**src/hw/rtl/msbp_pkg.sv**
```systemverilog
// ----------------------------------------------------------------------------
// msbp_pkg
// Shared types and constants for the MSB-first bit field packer.
// ----------------------------------------------------------------------------
package msbp_pkg;

    localparam int BYTE_BITS   = 8;
    localparam int VALUE_BITS  = 32;
    localparam int COUNT_BITS  = 6;
    localparam int OPCODE_BITS = 2;
    localparam int FREE_BITS_W = 4;
    localparam int QDEPTH      = 2;
    localparam int QPTR_W      = $clog2(QDEPTH);
    localparam int QCNT_W      = $clog2(QDEPTH + 1);

    localparam logic [OPCODE_BITS-1:0] OP_WRITE  = 2'd0;
    localparam logic [OPCODE_BITS-1:0] OP_FLUSH  = 2'd1;
    localparam logic [OPCODE_BITS-1:0] OP_APPEND = 2'd2;

    typedef enum logic [1:0] {
        CMD_WRITE,
        CMD_FLUSH,
        CMD_APPEND
    } cmd_kind_t;

    typedef struct packed {
        cmd_kind_t              kind;
        logic [VALUE_BITS-1:0]  value;
        logic [COUNT_BITS-1:0]  count;
    } cmd_t;

    typedef struct packed {
        logic full;
        logic not_empty;
    } q_status_t;

endpackage

```
**src/hw/rtl/msbp_front.sv**
```systemverilog
// ----------------------------------------------------------------------------
// msbp_front
// Accepts items, saturates the bit count and classifies them into commands.
// Items with no effect (unused opcode, zero-length write) are dropped here.
// ----------------------------------------------------------------------------
module msbp_front #(
    parameter int MAX_FIELD_BITS = 32
) (
    input  logic                              in_valid,
    output logic                              in_stall,
    input  logic [msbp_pkg::OPCODE_BITS-1:0]  opcode,
    input  logic [msbp_pkg::VALUE_BITS-1:0]   data_value,
    input  logic [msbp_pkg::COUNT_BITS-1:0]   bit_count,
    input  msbp_pkg::q_status_t               q_status,
    output logic                              push,
    output msbp_pkg::cmd_t                    push_cmd
);

    localparam int CW = msbp_pkg::COUNT_BITS + 1;

    logic                            accept;
    logic                            keep;
    logic [msbp_pkg::COUNT_BITS-1:0] count_sat;

    assign in_stall = q_status.full;
    assign accept   = in_valid && !q_status.full;

    always_comb
    begin
        if ({1'b0, bit_count} > CW'(MAX_FIELD_BITS))
            count_sat = msbp_pkg::COUNT_BITS'(MAX_FIELD_BITS);
        else
            count_sat = bit_count;
    end

    always_comb
    begin
        push_cmd.value = data_value;
        push_cmd.count = count_sat;
        push_cmd.kind  = msbp_pkg::CMD_WRITE;
        keep           = 1'b0;
        case (opcode)
            msbp_pkg::OP_WRITE:
            begin
                push_cmd.kind = msbp_pkg::CMD_WRITE;
                keep          = (count_sat != '0);
            end
            msbp_pkg::OP_FLUSH:
            begin
                push_cmd.kind = msbp_pkg::CMD_FLUSH;
                keep          = 1'b1;
            end
            msbp_pkg::OP_APPEND:
            begin
                push_cmd.kind = msbp_pkg::CMD_APPEND;
                keep          = 1'b1;
            end
            default:
            begin
                keep = 1'b0;
            end
        endcase
    end

    assign push = accept && keep;

endmodule

```
**src/hw/rtl/msbp_queue.sv**
```systemverilog
// ----------------------------------------------------------------------------
// msbp_queue
// Short command queue between the front and back parts.
// ----------------------------------------------------------------------------
module msbp_queue (
    input  logic                 clk,
    input  logic                 rst_n,
    input  logic                 push,
    input  msbp_pkg::cmd_t       push_cmd,
    input  logic                 pop,
    output msbp_pkg::cmd_t       head,
    output msbp_pkg::q_status_t  status
);

    msbp_pkg::cmd_t                  entry_reg [msbp_pkg::QDEPTH];
    logic [msbp_pkg::QPTR_W-1:0]     wr_ptr_reg;
    logic [msbp_pkg::QPTR_W-1:0]     rd_ptr_reg;
    logic [msbp_pkg::QCNT_W-1:0]     count_reg;
    logic                            do_push;
    logic                            do_pop;

    assign status.full      = (count_reg == msbp_pkg::QCNT_W'(msbp_pkg::QDEPTH));
    assign status.not_empty = (count_reg != '0);
    assign head             = entry_reg[rd_ptr_reg];
    assign do_push          = push && !status.full;
    assign do_pop           = pop && status.not_empty;

    always_ff @(posedge clk)
    begin
        if (do_push)
            entry_reg[wr_ptr_reg] <= push_cmd;
    end

    always_ff @(posedge clk or negedge rst_n)
    begin
        if (!rst_n)
        begin
            wr_ptr_reg <= '0;
            rd_ptr_reg <= '0;
            count_reg  <= '0;
        end
        else
        begin
            if (do_push)
                wr_ptr_reg <= wr_ptr_reg + 1'b1;
            if (do_pop)
                rd_ptr_reg <= rd_ptr_reg + 1'b1;
            case ({do_push, do_pop})
                2'b10:   count_reg <= count_reg + 1'b1;
                2'b01:   count_reg <= count_reg - 1'b1;
                default: count_reg <= count_reg;
            endcase
        end
    end

endmodule

```
**src/hw/rtl/msbp_back.sv**
```systemverilog
// ----------------------------------------------------------------------------
// msbp_back
// Executes commands: packs field bits into the pending byte one chunk per
// cycle (up to the next byte boundary) while the output is not stalled,
// flushes, appends, and drives the registered output.
// ----------------------------------------------------------------------------
module msbp_back (
    input  logic                              clk,
    input  logic                              rst_n,
    input  msbp_pkg::cmd_t                    head,
    input  msbp_pkg::q_status_t               q_status,
    output logic                              pop,
    output logic                              out_valid,
    input  logic                              out_stall,
    output logic [msbp_pkg::BYTE_BITS-1:0]    out_byte,
    output logic                              last
);

    localparam int BB = msbp_pkg::BYTE_BITS;
    localparam int FW = msbp_pkg::FREE_BITS_W;
    localparam int CB = msbp_pkg::COUNT_BITS;

    typedef enum logic [1:0] {
        ST_IDLE,
        ST_WRITE,
        ST_FLUSH,
        ST_APPEND
    } state_t;

    state_t                           state_reg,   state_next;
    logic [msbp_pkg::VALUE_BITS-1:0]  value_reg,   value_next;
    logic [CB-1:0]                    rem_reg,     rem_next;
    logic [BB-1:0]                    pending_reg, pending_next;
    logic [FW-1:0]                    free_reg,    free_next;
    logic                             out_valid_reg, out_valid_next;
    logic [BB-1:0]                    out_byte_reg,  out_byte_next;
    logic                             last_reg,      last_next;

    logic                             adv;
    logic                             has_pending;
    logic [FW-1:0]                    take;
    logic [CB-1:0]                    rem_after;
    logic [FW-1:0]                    free_after;
    logic [BB-1:0]                    chunk;
    logic [BB-1:0]                    merged;

    assign out_valid   = out_valid_reg;
    assign out_byte    = out_byte_reg;
    assign last        = last_reg;
    assign adv         = !out_valid_reg || !out_stall;
    assign has_pending = (free_reg != FW'(BB));
    assign pop         = (state_reg == ST_IDLE) && q_status.not_empty;

    always_comb
    begin
        if (rem_reg < {{(CB-FW){1'b0}}, free_reg})
            take = rem_reg[FW-1:0];
        else
            take = free_reg;
        rem_after  = rem_reg - {{(CB-FW){1'b0}}, take};
        free_after = free_reg - take;
        chunk      = BB'(value_reg >> rem_after) & ~({BB{1'b1}} << take);
        merged     = pending_reg | (chunk << free_after);
    end

    always_comb
    begin
        state_next     = state_reg;
        value_next     = value_reg;
        rem_next       = rem_reg;
        pending_next   = pending_reg;
        free_next      = free_reg;
        out_valid_next = out_valid_reg && out_stall;
        out_byte_next  = out_byte_reg;
        last_next      = last_reg;
        case (state_reg)
            ST_IDLE:
            begin
                if (q_status.not_empty)
                begin
                    value_next = head.value;
                    rem_next   = head.count;
                    case (head.kind)
                        msbp_pkg::CMD_WRITE:  state_next = ST_WRITE;
                        msbp_pkg::CMD_FLUSH:  state_next = ST_FLUSH;
                        msbp_pkg::CMD_APPEND: state_next = ST_APPEND;
                        default:              state_next = ST_IDLE;
                    endcase
                end
            end
            ST_WRITE:
            begin
                if (adv)
                begin
                    rem_next = rem_after;
                    if (free_after == '0)
                    begin
                        out_valid_next = 1'b1;
                        out_byte_next  = merged;
                        last_next      = (rem_after < CB'(BB));
                        pending_next   = '0;
                        free_next      = FW'(BB);
                    end
                    else
                    begin
                        pending_next = merged;
                        free_next    = free_after;
                    end
                    if (rem_after == '0)
                        state_next = ST_IDLE;
                end
            end
            ST_FLUSH:
            begin
                if (adv)
                begin
                    if (has_pending)
                    begin
                        out_valid_next = 1'b1;
                        out_byte_next  = pending_reg;
                        last_next      = 1'b1;
                        pending_next   = '0;
                        free_next      = FW'(BB);
                    end
                    state_next = ST_IDLE;
                end
            end
            ST_APPEND:
            begin
                if (adv)
                begin
                    out_valid_next = 1'b1;
                    if (has_pending)
                    begin
                        out_byte_next = pending_reg;
                        last_next     = 1'b0;
                        pending_next  = '0;
                        free_next     = FW'(BB);
                    end
                    else
                    begin
                        out_byte_next = value_reg[BB-1:0];
                        last_next     = 1'b1;
                        state_next    = ST_IDLE;
                    end
                end
            end
            default:
            begin
                state_next = ST_IDLE;
            end
        endcase
    end

    always_ff @(posedge clk or negedge rst_n)
    begin
        if (!rst_n)
        begin
            state_reg     <= ST_IDLE;
            value_reg     <= '0;
            rem_reg       <= '0;
            pending_reg   <= '0;
            free_reg      <= FW'(BB);
            out_valid_reg <= 1'b0;
            out_byte_reg  <= '0;
            last_reg      <= 1'b0;
        end
        else
        begin
            state_reg     <= state_next;
            value_reg     <= value_next;
            rem_reg       <= rem_next;
            pending_reg   <= pending_next;
            free_reg      <= free_next;
            out_valid_reg <= out_valid_next;
            out_byte_reg  <= out_byte_next;
            last_reg      <= last_next;
        end
    end

endmodule

```
**src/hw/rtl/msb_first_bit_field_packer_top.sv**
```systemverilog
// A result byte passes through the command queue, the back part's command
// registers and the output register before it shows at out_valid. The back
// part takes one command at a time from the queue while idle; it packs writes
// one chunk per cycle, up to each byte boundary, while the output is not stalled.
// Input is taken while the 2-entry command queue has room.
// Reset clears the pending byte (bit position back to bit 7), queue and output.
// ----------------------------------------------------------------------------
// msb_first_bit_field_packer_top
// Packs variable-width bit fields MSB first into a byte stream.
// ----------------------------------------------------------------------------
module msb_first_bit_field_packer_top #(
    parameter int MAX_FIELD_BITS = 32
) (
    input  logic                              clk,
    input  logic                              rst_n,
    input  logic                              in_valid,
    output logic                              in_stall,
    input  logic [msbp_pkg::OPCODE_BITS-1:0]  opcode,
    input  logic [msbp_pkg::VALUE_BITS-1:0]   data_value,
    input  logic [msbp_pkg::COUNT_BITS-1:0]   bit_count,
    output logic                              out_valid,
    input  logic                              out_stall,
    output logic [msbp_pkg::BYTE_BITS-1:0]    out_byte,
    output logic                              last
);

    msbp_pkg::q_status_t q_status;
    msbp_pkg::cmd_t      push_cmd;
    msbp_pkg::cmd_t      head;
    logic                push;
    logic                pop;

    msbp_front #(
        .MAX_FIELD_BITS (MAX_FIELD_BITS)
    ) u_front (
        .in_valid   (in_valid),
        .in_stall   (in_stall),
        .opcode     (opcode),
        .data_value (data_value),
        .bit_count  (bit_count),
        .q_status   (q_status),
        .push       (push),
        .push_cmd   (push_cmd)
    );

    msbp_queue u_queue (
        .clk      (clk),
        .rst_n    (rst_n),
        .push     (push),
        .push_cmd (push_cmd),
        .pop      (pop),
        .head     (head),
        .status   (q_status)
    );

    msbp_back u_back (
        .clk       (clk),
        .rst_n     (rst_n),
        .head      (head),
        .q_status  (q_status),
        .pop       (pop),
        .out_valid (out_valid),
        .out_stall (out_stall),
        .out_byte  (out_byte),
        .last      (last)
    );

endmodule

```
**config.mk**
```make
export PLATFORM = sky130hd
export DESIGN_NAME = msb_first_bit_field_packer_top
export DESIGN_NICKNAME = d
export VERILOG_FILES = /design/src/hw/rtl/msbp_pkg.sv /design/src/hw/rtl/msbp_front.sv /design/src/hw/rtl/msbp_queue.sv /design/src/hw/rtl/msbp_back.sv /design/src/hw/rtl/msb_first_bit_field_packer_top.sv
export SDC_FILE = /design/constraint.sdc
export NUM_CORES = 1
export LEC_CHECK = 0
export ABC_AREA = 1
export BUFFER_PORTS_ARGS = -buffer_cell sky130_fd_sc_hd__buf_4
export CAP_MARGIN = 30
export CORE_MARGIN = 3
export CORE_UTILIZATION = 50
export CTS_BUF_LIST = sky130_fd_sc_hd__clkbuf_8
export CTS_CLUSTER_SIZE = 10
export DETAILED_ROUTE_END_ITERATION = 16
export GPL_ROUTABILITY_DRIVEN = 0
export PLACE_DENSITY_LB_ADDON = 0.3
export SLEW_MARGIN = 0
export SYNTH_ARGS = -nofsm -noshare
export SYNTH_HDL_FRONTEND = slang
export SYNTH_SLANG_ARGS = --single-unit
```
**constraint.sdc**
```tcl
create_clock -name clk -period 5.09 [get_ports clk]
set_input_delay 0.7635 -clock clk [delete_from_list [all_inputs] [get_ports clk]]
set_output_delay 0.7635 -clock clk [all_outputs]
set_load 0.01 [all_outputs]
```
==> impl_summary.txt <==
----------------------------------------------------
[Routing]
  Detailed-route via count ... between 6000 and 7000
  Post-route DRC violation count ... 0
  Number of design-rule violations left by the first detailed-router iteration ... 438
  Vias/cell ... roughly 5.4
  Total routed wirelength ... 18.25 mm
  Remaining antenna violation count ... 0
  WL/cell ... about 15 microns
  Iteration count of the initial detailed-routing pass ... 7

[Floorplanning]
  Initial standard-cell utilization of the core ... 0.5221
  Height of the chip ... 133.4 microns
  Die Span X ... approximately 130 microns
  Top-level I/O count ... 55
  Total number of placement rows ... between 40 and 50
  CORE AREA ... between 15000 and 20000 sq um
  Full die area ... ~18000 sq um

[GRT]
  First-pass GRT wire length ... slightly above 30 mm
  Met3 layer usage reported by global route ... 0.03927
  Layer with the highest usage after global routing ... met2
  Via count of the first global-routing pass ... 6202
  GRT Util Overall ... 0.2140
  GR Layer Usage met1 ... 0.3033
  Number of antenna violations at the first check in global routing ... 0
  Remaining global-route overflow ... 0
  GRT met2 Usage ... 0.3335
  Maximum number of pins on one net before global-route repair ... 67

[STA]
  Final critical-path share of the clock period ... 0.8876
  Final Hold Vio Count ... 0
  Setup violators final ... 0
  Final Skew ... ~8 ps
  Unrepaired setup endpoints after global routing ... no
  Setup TNS after final layout ... 0 ps
  Slew HR ... 0.3662
  Maximum clock rate ... between 200 and 250 MHz
  Tmin final ... ~4500 ps
  Pins over their slew limit ... 0
  Worst Tran Pin Value ... 948.5 ps

[Placement]
  Detailed-placement wirelength estimate ... between 10 and 15 mm
  Quantity of I/O buffers inserted on ports ... 54

[Clock tree]
  Clock tree root driver cell ... clkbuf_8
  Clock transition at the registers of the reported paths ... around 80 ps
  Number of instances resized during post-cts repair ... 0
  Post-CTS repair timing setup buffer count ... 0
  Total of hold buffers inserted after clock tree synthesis ... 0
  Worst-Skew Late Latency ... 450 ps
  Sinks on Clock Net ... between 100 and 150
  Number of buffers inserted during clock tree synthesis ... 17
  Number of H-tree levels ... 4
  CTS tree ... built
  CTS max path bufs ... 2

[Cells and area]
  Fraction of layout instances using a drive strength above 1 ... 0.1586
  Count of inserted antenna diode cells ... 0
  Area Growth Syn to Fin ... 11.41%
  Fill count ... around 1400
  Combined flip-flop and latch cell area ... roughly 4000 sq um
  Combined area of the multi-input logic cells ... around 3500 sq um
  Flip-flop count of the largest register, all copies and words added ... 80
  Nets@finish ... about 1100

[Setup path]
  Critical path arrival ... 4900 ps
  Largest fanout on the critical path ... 49
  Type of the worst setup path ... register to register
  WP data required ... ~5500 ps
  Setup crit start kind ... register
  Endpoint kind of the worst setup timing path ... register

[Synth]
  Number of flip-flops and latches in the synthesized netlist ... ~150
  Top cells by area in the synthesized netlist ... edfxtp_1, dfrtp_1, nand2_1
  Unique masters post-synth ... 51
  Share of the synthesized area in the top cell type ... 0.2961
  Leading cell types by count after synthesis ... nand2_1, nor2_1, inv_1, edfxtp_1, nand3_1
  Post-Syn Area per Cell ... between 8 and 9 sq um
  Number of synthesis warnings ... 0
  Number of enable-type register cells in the synthesized netlist ... 80
  Count of mapped cells out of synthesis ... ~960
  Most used flip-flop cell after synthesis ... edfxtp_1
  Dominant cell by count in the synthesized netlist ... nand2_1
  Syn Nets ... around 1000
  Post-synth top area cell ... edfxtp_1
  Syn Std Cell Area ... 8114 sq um
  Synth async-reset ratio ... 0.4521
  Share of synthesized area occupied by flip-flops and latches ... 0.4998

[Run status]
  Outcome ... finished, final reports clean

[Job]
  Max-cap check violation count ... 0

[Worst hold path]
  Path category of the worst min-delay check ... input port to asynchronous set/reset pin

----------------------------------------------------
critical path: stages (launching register included):
cell      delay [ps]
dfstp_2          560
inv_1            110
ha_1             330
a21o_1           160
nor2_1           110
nand2_2          250
o21ai_0          530
ha_1             320
buf_4            250
o21ai_0          380
nand2_1           90
o21ai_0          120
or2_1            150
nand3_1           80
nand3_1          130
nand3_1           90
nor2_1           160
nand2_1          110
a21oi_1          230
o21ai_1          110
a21boi_1         140
path summary, 6_finish.rpt:
check	startpoint	to	slack, ps	depth (start not counted)
setup / recovery	u_back.free_reg[3]	u_back.out_byte[2]	570	20
hold / removal	rst_n	u_back.free_reg[2]	430	1
setup reg to reg	u_back.free_reg[3]	u_back.out_byte[2]	570	20
hold reg to reg	u_back.last	u_back.last	490	1
max in group asynchronous	rst_n	u_back.value_reg[5]	4090	1
min in group clk	u_back.last	u_back.last	490	1
area by class of cell:
type	count	share of cell area
flip-flops and latches	146	0.4486
multi-input cells	666	0.3831
repair buffers	63	0.05232
inverters	102	0.04263
well taps	211	0.02920
clock buffers	19	0.02893
clock inverters	13	0.01522
kinds of logic (layout without fill, tap and decap cells):
kind of cell	Yosys count	after routing	synth area share
simple gates	479	479	0.2680
buf+inv	143	197	0.07525
mux	6	6	0.007402
compound gates	161	161	0.1192
xor+xnor	7	7	0.01033
fa+ha+maj	13	13	0.02005
flops	146	146	0.4998
cells in the final DEF, fill, tap and decap left out, drive strengths merged, types with 5 or more instances in the layout:
cell type,netlist,layout
o211ai,12,12
nor2,89,89
edfxtp,80,80
clkbuf,24,19
a21boi,5,5
clkinv,5,9
nand2,276,276
nand3,93,93
inv,97,102
a31oi,34,34
or2,8,8
mux2i,6,6
buf,17,63
ha,13,13
a21oi,22,22
o22ai,13,13
dfrtp,65,65
nand4,6,6
o21ai,64,64
metrics by stage:
stage	hold slack, ps	area, sq um	setup WS (ps)	utilization	instances
2_1_floorplan	455.0	8114	998.4	-	955
3_3_place_gp	465.9	8641	789.5	0.5560	1188
3_5_place_dp	471.7	8641	668.3	0.5560	1188
4_1_cts	455.6	9040	660.1	0.5817	1220
5_1_grt	457.9	9040	170.2	0.5817	1220
6_report	430.1	9040	571.9	0.5817	1220
layer usage:
metal	vias to the layer above	share of wire
li1	3283	-
met4	0	0.021
met3	33	0.061
met5	-	0
met2	224	0.46
met1	3000	0.46
Power is not shown: default switching activity piles up to over one toggle a cycle in this logic, so the estimate is an artifact.
